--- src/rtl/galvo_triangle_and_trigger_gen_assert.svh ---
// Assertion macros used by gttg_ctrl, the galvo triangle generator's controller.
// Needs a clock named clk and an active-low reset named rst_n in scope.
`ifndef GALVO_TRIANGLE_AND_TRIGGER_GEN_ASSERT_SVH
`define GALVO_TRIANGLE_AND_TRIGGER_GEN_ASSERT_SVH

// Same-cycle implication, checked out of reset.
`define GTTG_ASSERT_NOW(lbl, ante, cons, msg) \
  lbl: assert property (@(posedge clk) disable iff (!rst_n) (ante) |-> (cons)) \
    else $error(msg);

// Next-cycle implication, checked out of reset.
`define GTTG_ASSERT_NEXT(lbl, ante, cons, msg) \
  lbl: assert property (@(posedge clk) disable iff (!rst_n) (ante) |=> (cons)) \
    else $error(msg);

`endif

--- src/rtl/gttg_pkg.sv ---
// Shared types and constants for the galvo triangle and trigger generator.
// No dependencies; imported by every module of the block.
`timescale 1ns / 1ps

package gttg_pkg;

  // Field and register widths.
  localparam int PERIOD_W   = 21;
  localparam int AMP_W      = 16;
  localparam int MASK_W     = 4;
  localparam int DAC_BITS   = 16;
  localparam int IDX_W      = 2;
  localparam int CFG_DATA_W = PERIOD_W;

  // Period limits and reset value.
  localparam int MAX_PERIOD = 1080000;
  localparam int MIN_PERIOD = 3600;
  localparam int PERIOD_RST = 24007;

  // Gate window edges in samples.
  localparam int LASER_START        = 240;
  localparam int LASER_END_BACKOFF  = 480;
  localparam int CAMERA_START_DELAY = 120;
  localparam int CAMERA_END_DELAY   = 2400;

  // Ramp arithmetic widths.
  localparam int TERM_W = PERIOD_W + 1;
  localparam int PROD_W = AMP_W + TERM_W;
  localparam int MAG_W  = PROD_W - 1;
  localparam int DVD_W  = PROD_W;
  localparam int QUO_W  = AMP_W + 1;
  localparam int DIV_W  = PERIOD_W;
  localparam int CNT_W  = $clog2(QUO_W);
  localparam int SUM_W  = (QUO_W + 2 > DAC_BITS + 1) ? QUO_W + 2 : DAC_BITS + 1;

  // Stream payload widths, padded to whole bytes.
  localparam int IN_TDATA_W  = 8;
  localparam int OUT_FIELD_W = DAC_BITS + MASK_W + 2;
  localparam int OUT_TDATA_W = ((OUT_FIELD_W + 7) / 8) * 8;

  typedef enum logic [IDX_W-1:0] {
    CFG_PERIOD     = 2'd0,
    CFG_AMPLITUDE  = 2'd1,
    CFG_OFFSET     = 2'd2,
    CFG_LASER_MASK = 2'd3
  } cfg_reg_t;

  typedef enum logic [2:0] {
    ST_IDLE,
    ST_MUL,
    ST_PREP,
    ST_DIV,
    ST_FIN
  } gttg_state_t;

  // Commands from the controller to the datapath.
  typedef struct packed {
    logic load_item;
    logic mul;
    logic prep;
    logic div_step;
    logic out_load;
  } gttg_cmd_t;

endpackage

--- src/rtl/gttg_ctrl.sv ---
// Sequencing controller for the galvo triangle generator.
// Depends on gttg_pkg and the assertion macro header.
`timescale 1ns / 1ps
`include "galvo_triangle_and_trigger_gen_assert.svh"

module gttg_ctrl
  import gttg_pkg::*;
(
  input  logic      clk,
  input  logic      rst_n,
  input  logic      in_tvalid,
  output logic      in_tready,
  output logic      out_tvalid,
  input  logic      out_tready,
  output gttg_cmd_t cmd
);

  gttg_state_t      state_r, state_nxt;
  logic [CNT_W-1:0] cnt_r, cnt_nxt;
  logic             out_valid_r, out_valid_nxt;

  localparam logic [CNT_W-1:0] CNT_LAST = CNT_W'(QUO_W - 1);

  // State, step counter and output valid registers.
  always_ff @(posedge clk) begin
    if (!rst_n) begin
      state_r     <= ST_IDLE;
      cnt_r       <= '0;
      out_valid_r <= 1'b0;
    end else begin
      state_r     <= state_nxt;
      cnt_r       <= cnt_nxt;
      out_valid_r <= out_valid_nxt;
    end
  end

  // Next state and datapath commands.
  always_comb begin
    state_nxt = state_r;
    cnt_nxt   = cnt_r;
    cmd       = '0;
    in_tready = 1'b0;
    unique case (state_r)
      ST_IDLE: begin
        in_tready = 1'b1;
        if (in_tvalid) begin
          cmd.load_item = 1'b1;
          state_nxt     = ST_MUL;
        end
      end
      ST_MUL: begin
        cmd.mul   = 1'b1;
        state_nxt = ST_PREP;
      end
      ST_PREP: begin
        cmd.prep  = 1'b1;
        cnt_nxt   = '0;
        state_nxt = ST_DIV;
      end
      ST_DIV: begin
        cmd.div_step = 1'b1;
        cnt_nxt      = cnt_r + 1'b1;
        if (cnt_r == CNT_LAST) begin
          state_nxt = ST_FIN;
        end
      end
      ST_FIN: begin
        // Load the result once the output register is free or being drained.
        if (!out_valid_r || out_tready) begin
          cmd.out_load = 1'b1;
          state_nxt    = ST_IDLE;
        end
      end
      default: state_nxt = ST_IDLE;
    endcase
  end

  // Output register occupancy.
  always_comb begin
    if (cmd.out_load) begin
      out_valid_nxt = 1'b1;
    end else if (out_tready) begin
      out_valid_nxt = 1'b0;
    end else begin
      out_valid_nxt = out_valid_r;
    end
  end

  assign out_tvalid = out_valid_r;

  `GTTG_ASSERT_NOW(a_load_no_overwrite, cmd.out_load, !out_valid_r || out_tready, "result loaded over an untaken beat")
  `GTTG_ASSERT_NEXT(a_div_ends, state_r == ST_DIV && cnt_r == CNT_LAST, state_r == ST_FIN, "division did not end after the last step")
  `GTTG_ASSERT_NEXT(a_accept_starts, in_tvalid && in_tready, state_r == ST_MUL && !in_tready, "accepted beat did not start the multiply")
  `GTTG_ASSERT_NEXT(a_load_shows, cmd.out_load, out_tvalid, "loaded result not presented")

endmodule

--- src/rtl/gttg_dp.sv ---
// Datapath: configuration registers, position counter, ramp multiplier,
// restoring divider, gate windows and output register. Depends on gttg_pkg.
`timescale 1ns / 1ps

module gttg_dp
  import gttg_pkg::*;
(
  input  logic                       clk,
  input  logic                       cfg_we,
  input  logic [IDX_W-1:0]           cfg_index,
  input  logic [CFG_DATA_W-1:0]      cfg_data,
  input  logic                       restart,
  input  gttg_cmd_t                  cmd,
  output logic signed [DAC_BITS-1:0] dac_code,
  output logic [MASK_W-1:0]          laser_gates,
  output logic                       camera_gate,
  output logic                       period_start,
  input  logic                       rst_n
);

  logic [PERIOD_W-1:0]      period_r;
  logic signed [AMP_W-1:0]  amp_r;
  logic signed [AMP_W-1:0]  offset_r;
  logic [MASK_W-1:0]        mask_r;
  logic [PERIOD_W-1:0]      pos_r;
  logic [PERIOD_W-1:0]      i_r;
  logic signed [PROD_W-1:0] prod_r;
  logic [DIV_W-1:0]         den_r;
  logic                     neg_r;
  logic [DIV_W-1:0]         rem_r;
  logic [QUO_W-1:0]         quo_r;
  logic [MASK_W-1:0]        gates_r;
  logic                     cam_r;
  logic                     start_r;
  logic signed [DAC_BITS-1:0] dac_r;
  logic [MASK_W-1:0]        gates_out_r;
  logic                     cam_out_r;
  logic                     start_out_r;

  logic [PERIOD_W-1:0]      half;
  logic [PERIOD_W-1:0]      fall_den;
  logic [PERIOD_W-1:0]      clamped;
  logic [PERIOD_W-1:0]      i_cur;
  logic [PERIOD_W:0]        i_inc;
  logic                     rising;
  logic [TERM_W:0]          term_wide;
  logic signed [PROD_W-1:0] amp_ext;
  logic signed [PROD_W-1:0] term_ext;
  logic [MAG_W-1:0]         mag;
  logic [DVD_W-1:0]         dividend;
  logic [DIV_W:0]           trial;
  logic                     fits;
  logic signed [SUM_W-1:0]  ramp;
  logic signed [SUM_W-1:0]  sum;
  logic signed [DAC_BITS-1:0] sat;

  localparam logic signed [SUM_W-1:0] SAT_LO = -(SUM_W'(1) <<< (DAC_BITS - 1));
  localparam logic signed [SUM_W-1:0] SAT_HI = (SUM_W'(1) <<< (DAC_BITS - 1)) - SUM_W'(1);

  // Period clamping on write.
  always_comb begin
    if (cfg_data > PERIOD_W'(MAX_PERIOD)) begin
      clamped = PERIOD_W'(MAX_PERIOD);
    end else if (cfg_data < PERIOD_W'(MIN_PERIOD)) begin
      clamped = PERIOD_W'(MIN_PERIOD);
    end else begin
      clamped = cfg_data;
    end
  end

  // Configuration registers.
  always_ff @(posedge clk) begin
    if (!rst_n) begin
      period_r <= PERIOD_W'(PERIOD_RST);
      amp_r    <= '0;
      offset_r <= '0;
      mask_r   <= '0;
    end else if (cfg_we) begin
      unique case (cfg_reg_t'(cfg_index))
        CFG_PERIOD:     period_r <= clamped;
        CFG_AMPLITUDE:  amp_r    <= cfg_data[AMP_W-1:0];
        CFG_OFFSET:     offset_r <= cfg_data[AMP_W-1:0];
        CFG_LASER_MASK: mask_r   <= cfg_data[MASK_W-1:0];
        default:        ;
      endcase
    end
  end

  // Position of this sample and of the next one.
  assign i_cur = (restart || pos_r >= period_r) ? '0 : pos_r;
  assign i_inc = {1'b0, i_cur} + 1'b1;

  always_ff @(posedge clk) begin
    if (!rst_n) begin
      pos_r <= '0;
    end else if (cmd.load_item) begin
      pos_r <= (i_inc >= {1'b0, period_r}) ? '0 : i_inc[PERIOD_W-1:0];
    end
  end

  always_ff @(posedge clk) begin
    if (cmd.load_item) begin
      i_r <= i_cur;
    end
  end

  // Ramp numerator term and denominator for the current half.
  assign half     = period_r >> 1;
  assign fall_den = period_r - half - 1'b1;
  assign rising   = i_r < half;

  always_comb begin
    if (rising) begin
      term_wide = {1'b0, i_r, 1'b0} - {2'b00, half};
    end else begin
      term_wide = {2'b00, fall_den} + {1'b0, half, 1'b0} - {1'b0, i_r, 1'b0};
    end
  end

  assign amp_ext  = PROD_W'(amp_r);
  assign term_ext = PROD_W'($signed(term_wide[TERM_W-1:0]));

  // Multiply stage and gate windows.
  always_ff @(posedge clk) begin
    if (cmd.mul) begin
      prod_r  <= amp_ext * term_ext;
      den_r   <= rising ? half : fall_den;
      gates_r <= (i_r > PERIOD_W'(LASER_START) &&
                  i_r < half - PERIOD_W'(LASER_END_BACKOFF)) ? mask_r : '0;
      cam_r   <= ({1'b0, i_r} > {1'b0, half} + (PERIOD_W + 1)'(CAMERA_START_DELAY)) &&
                 ({1'b0, i_r} < {1'b0, half} + (PERIOD_W + 1)'(CAMERA_END_DELAY));
      start_r <= (i_r == '0);
    end
  end

  // Rounded division: (2|num| + d) / (2d), restoring, one quotient bit a step.
  assign mag      = prod_r[PROD_W-1] ? MAG_W'(-prod_r) : MAG_W'(prod_r);
  assign dividend = {mag, 1'b0} + DVD_W'(den_r);
  assign trial    = {rem_r, quo_r[QUO_W-1]};
  assign fits     = trial >= {den_r, 1'b0};

  always_ff @(posedge clk) begin
    if (cmd.prep) begin
      rem_r <= dividend[DVD_W-1:QUO_W];
      quo_r <= dividend[QUO_W-1:0];
      neg_r <= prod_r[PROD_W-1];
    end else if (cmd.div_step) begin
      rem_r <= fits ? DIV_W'(trial - {den_r, 1'b0}) : trial[DIV_W-1:0];
      quo_r <= {quo_r[QUO_W-2:0], fits};
    end
  end

  // Sign, offset and saturation.
  assign ramp = neg_r ? -SUM_W'($signed({1'b0, quo_r})) : SUM_W'($signed({1'b0, quo_r}));
  assign sum  = ramp + SUM_W'(offset_r);

  always_comb begin
    if (sum < SAT_LO) begin
      sat = SAT_LO[DAC_BITS-1:0];
    end else if (sum > SAT_HI) begin
      sat = SAT_HI[DAC_BITS-1:0];
    end else begin
      sat = sum[DAC_BITS-1:0];
    end
  end

  // Output register.
  always_ff @(posedge clk) begin
    if (cmd.out_load) begin
      dac_r       <= sat;
      gates_out_r <= gates_r;
      cam_out_r   <= cam_r;
      start_out_r <= start_r;
    end
  end

  assign dac_code     = dac_r;
  assign laser_gates  = gates_out_r;
  assign camera_gate  = cam_out_r;
  assign period_start = start_out_r;

endmodule

--- src/rtl/galvo_triangle_and_trigger_gen.sv ---
// Galvo triangle scan generator with laser and camera gate windows.
// Each input beat is one sample tick and returns one result beat: the
// saturated signed DAC code of a triangle ramp (up over the first half of
// the period, down over the rest, scaled by the amplitude and shifted by
// the offset), the masked laser gates, the camera gate and a period start
// flag. An accepted beat passes the multiply step, the divider preparation,
// the 17-step restoring divider that rounds the ramp value and the output
// load, which waits while an untaken result holds the output register. The
// next beat is accepted as soon as the result sits in the output register.
// There is no clearing pass after reset. The user must write configuration
// only while no sample is in flight; the block itself does not enforce it.
// Depends on gttg_pkg, gttg_ctrl and gttg_dp.
`timescale 1ns / 1ps

module galvo_triangle_and_trigger_gen
  import gttg_pkg::*;
(
  input  logic                   clk,
  input  logic                   rst_n,
  input  logic                   cfg_we,
  input  logic [IDX_W-1:0]       cfg_index,
  input  logic [CFG_DATA_W-1:0]  cfg_data,
  input  logic                   in_tvalid,
  output logic                   in_tready,
  input  logic [IN_TDATA_W-1:0]  in_tdata,    // [0] restart, rest zero
  output logic                   out_tvalid,
  input  logic                   out_tready,
  output logic [OUT_TDATA_W-1:0] out_tdata    // dac_code, laser_gates, camera_gate, period_start
);

  gttg_cmd_t                  cmd;
  logic signed [DAC_BITS-1:0] dac_code;
  logic [MASK_W-1:0]          laser_gates;
  logic                       camera_gate;
  logic                       period_start;

  // Sequencer.
  gttg_ctrl u_ctrl (
    .clk        (clk),
    .rst_n      (rst_n),
    .in_tvalid  (in_tvalid),
    .in_tready  (in_tready),
    .out_tvalid (out_tvalid),
    .out_tready (out_tready),
    .cmd        (cmd)
  );

  // Arithmetic and state.
  gttg_dp u_dp (
    .clk          (clk),
    .cfg_we       (cfg_we),
    .cfg_index    (cfg_index),
    .cfg_data     (cfg_data),
    .restart      (in_tdata[0]),
    .cmd          (cmd),
    .dac_code     (dac_code),
    .laser_gates  (laser_gates),
    .camera_gate  (camera_gate),
    .period_start (period_start),
    .rst_n        (rst_n)
  );

  // Result beat packing, lowest field first.
  assign out_tdata = OUT_TDATA_W'({period_start, camera_gate, laser_gates, dac_code});

endmodule

--- config.mk ---
export PLATFORM = sky130hd
export DESIGN_NAME = galvo_triangle_and_trigger_gen
export DESIGN_NICKNAME = d
export VERILOG_FILES = /design/src/rtl/gttg_pkg.sv /design/src/rtl/gttg_ctrl.sv /design/src/rtl/gttg_dp.sv /design/src/rtl/galvo_triangle_and_trigger_gen.sv
export VERILOG_INCLUDE_DIRS = /design/src /design/src/rtl
export SDC_FILE = /design/constraint.sdc
export NUM_CORES = 2
export LEC_CHECK = 0
export ABC_AREA = 1
export BUFFER_PORTS_ARGS = -buffer_cell sky130_fd_sc_hd__buf_4
export CORE_ASPECT_RATIO = 0.6
export CORE_UTILIZATION = 30
export CTS_BUF_LIST = sky130_fd_sc_hd__clkbuf_16
export DETAILED_ROUTE_END_ITERATION = 12
export SLEW_MARGIN = 20
export SYNTH_ARGS = -nofsm -noshare
export SYNTH_HDL_FRONTEND = slang
export SYNTH_SLANG_ARGS = --single-unit
--- constraint.sdc ---
create_clock -name clk -period 22.3 [get_ports clk]
set_input_delay 1.115 -clock clk [delete_from_list [all_inputs] [get_ports clk]]
set_output_delay 1.115 -clock clk [all_outputs]
set_load 0.01 [all_outputs]
==> metrics <==
register bit total from synthesis=234; Clk Latency, worst-skew pair=0.59 ns; synth warn=0; Yosys cell types=65; fmax=79.66 MHz; first-pass GRT wire length=171800 um; number of flops mapped to enable cells by yosys=147; Initial Util=30.45%; Min Clock Period, post-route=12.55 ns; Die X-Extent=438.4 um; final core occ=32.95%; layout cells sized above 1=5.585%; post-DP HPWL=93650 um; main area contributors after synthesis=fa_1 21%, ha_1 13%, edfxtp_1 13%; worst min-delay path startpoint=u_dp.start_r$_DFFE_PP_; depth of the CTS H-tree=1; reg2reg start=u_dp.period_r[10]$_SDFFE_PN1P_; Async SR Flop Fraction=0%; FF-to-FF setup slack=9.75 ns; post-synth top area cell=fa_1; GRT Residual Overflow=0; DRC violation count after routing=0; Layout Cells excl Fill=5910; io pins=62; synthesized area=0.03427 mm^2; Pleak=17.36 nW; kind of critical path=reg -> reg; Worst setup SP type=flop; Inst Count DP=5866; slowest CP cell=fa_1; worst-path maximum fanout=15; Final nets=5147; Clock Sinks=234; Slew headroom=22.55%; CTS tree=yes; worst slew pin tran=1.151 ns; critical path endpoint category=flop; Chip Height=263.8 um; Placer Congestion=0.9674; via/cell ratio=4.992; DR WL/cell=19.11 um; CP most frequent cell=fa_1; post-route cell area=0.03709 mm^2; setup violators final=0; post-synth top area share=21.26%; WHS Path Cells=0; Total GRT Usage=19.29%; Final Cycle Share=56.30%; maxcap violations=0; port bufs=52; final hold viol count=0; Clock Path Buffers=3; Pins Over Slew Limit=0; DR vias=29.50k; WHS Endpoint=u_dp.period_start$_DFFE_PP_; Layout area overhead=8.229%; routed wire length=113000 um; hold_buf cts=0; crit path DAT=12.87 ns; CTS root buffer=clkbuf_16; VDD IR max=0.1196 mV; post-CTS setup buffers=0; number of global-route vias before repair=27.88k; Syn Area/Cell=7.827 um^2; Power Density=131.8 mW/mm^2; number of CTS-inserted buffers=23; DR iter-0 viols=3308; Synth Flop Type=edfxtp_1; clock-pin slew on the worst setup and hold paths=0.08 ns; RSZ-0062 raised after global routing=false; Routed Antenna Nets=0; status=finished, final reports clean; worst reg-to-reg path cell count=38; Fin Clk Skew=0.04031 ns; initial antenna violation count=3; First-pass DRT Iterations=8; post-synthesis sequential area ratio=17.96%; worst r2r dst=u_dp.prod_r[36]$_DFFE_PP_; Slowest Stage Delay on Critical Path=1.01 ns; setup TNS=0 ns; Rows=95; Synth Instances=4379; post-cts sizing count=0; Hold Crit Class=reg -> reg; core area=0.1126 mm^2; post-place instance area=0.03634 mm^2; CP Data Required Time=22.61 ns; die area=0.1156 mm^2; largest net degree at the start of global routing=67
-- sequential cells by signal (all words and copies together) (netlist names) --
name and count:
u_dp.laser_gates 4, u_dp.prod_r 38, u_dp.neg_r 1, u_dp.period_start 1, u_dp.pos_r 21, u_dp.mask_r 4, u_ctrl.cnt_r 5, u_dp.period_r 21
u_ctrl.out_tvalid 1, u_dp.start_r 1, u_ctrl.state_r 3, u_dp.quo_r 17, u_dp.i_r 21, u_dp.offset_r 16, u_dp.amp_r 16, u_dp.den_r 21
u_dp.rem_r 21, u_dp.camera_gate 1, u_dp.dac_code 16, u_dp.cam_r 1, u_dp.gates_r 4
-- routing by layer --
layer	up-vias	GRT usage (%)	share of wire, %	routed length, um
li1	14020	-	-	-
met1	14200	30.72	51	57680
met2	1217	23.10	34	38490
met3	63	9.131	14	15980
met4	2	1.578	0.71	800
met5	-	0	0.012	13
-- critical path: cells and delay by family (launching register included) --
family / cells / cell delay, ns
fa+ha+maj: 10 / 5.56
simple gates: 13 / 2.98
compound gates: 6 / 1.46
buf+inv: 7 / 1.18
flops: 1 / 0.61
xor+xnor: 2 / 0.51
-- cells in the final DEF (no fill, tap or decap), types with 9 or more instances in the layout --
cell and instances:
a211oi_1 12, a21o_1 22, a21oi_1 325, a31oi_1 17, buf_4 85, clkbuf_16 23, dfxtp_1 87, edfxtp_1 147
fa_1 364, ha_1 359, inv_1 790, inv_2 24, nand2_1 788, nand2_2 13, nand3_1 162, nand3_2 15
nand4_1 58, nor2_1 410, nor2_2 18, nor2_4 9, nor3_1 36, nor4_1 14, o211ai_1 29, o21ai_0 208
o21ai_1 22, o21bai_1 10, o31ai_1 9, xnor2_1 77, xor2_1 164
-- worst max path at each step --
| stage | from | cells past startpoint | to | slack, ns |
|---|---|---|---|---|
| after floorplan | u_dp.period_r[10]$_SDFFE_PN1P_ | 42 | u_dp.prod_r[36]$_DFFE_PP_ | 12.52 |
| after global placement | u_dp.period_r[10]$_SDFFE_PN1P_ | 38 | u_dp.prod_r[36]$_DFFE_PP_ | 10.05 |
| after detailed placement | u_dp.period_r[10]$_SDFFE_PN1P_ | 38 | u_dp.prod_r[36]$_DFFE_PP_ | 10.07 |
| after CTS | u_dp.period_r[10]$_SDFFE_PN1P_ | 38 | u_dp.prod_r[36]$_DFFE_PP_ | 10.03 |
| after global routing | u_dp.period_r[10]$_SDFFE_PN1P_ | 39 | u_dp.prod_r[36]$_DFFE_PP_ | 8.95 |
| final | u_dp.period_r[10]$_SDFFE_PN1P_ | 38 | u_dp.prod_r[36]$_DFFE_PP_ | 9.75 |
-- Yosys cell counts (7+ instances only) --
cell	instances
nand2_1	788
inv_1	787
nor2_1	413
fa_1	364
ha_1	359
a21oi_1	325
o21ai_0	214
xor2_1	164
nand3_1	162
edfxtp_1	147
dfxtp_1	87
xnor2_1	77
clkbuf_1	71
nand4_1	58
nor3_1	37
o211ai_1	29
inv_2	23
a21o_1	22
a31oi_1	17
nor2_2	16
o21ai_1	16
nand3_2	15
nor4_1	15
buf_2	14
nand2_2	13
a211oi_1	12
o21bai_1	11
buf_4	9
o31ai_1	9
nor2_4	8
o21ai_2	7
-- power breakdown --
| part | leakage [nW] | switching [mW] | internal (mW) | total (mW) |
|---|---|---|---|---|
| sequential | 2.09 | 0.0799 | 0.644 | 0.724 |
| clock | 0.374 | 0.201 | 0.206 | 0.408 |
| combinational | 14.9 | 2.50 | 1.25 | 3.76 |
-- cell families after synthesis --
group | share of synthesized area [%]
buf+inv | 10.30
other cells | 0.01094
simple gates | 19.46
xor+xnor | 6.509
compound gates | 11.39
fa+ha+maj | 34.37
flops | 17.96
-- area by class of cell --
class | instances | area [um^2]
Sequential cell | 234 | 6156
Tap cell | 1503 | 1881
Antenna cell | 2 | 5.005
Multi-Input combinational cell | 3231 | 24620
Timing Repair Buffer | 85 | 638.1
Clock buffer | 23 | 575.6
Clock inverter | 19 | 161.4
Fill cell | 11850 | 75470
Inverter | 813 | 3052
-- through the flow --
stage | hold slack [ns] | power (mW) | setup slack [ns]
floorplan | 0.4003 | 3.273 | 12.52
global placement | 0.4048 | 4.366 | 10.05
detailed placement | 0.4052 | 4.394 | 10.07
CTS | 0.4227 | 4.822 | 10.03
global route | 0.4310 | 5.364 | 8.953
finish | 0.4214 | 4.889 | 9.746
Power figures use the tool's default switching activity.
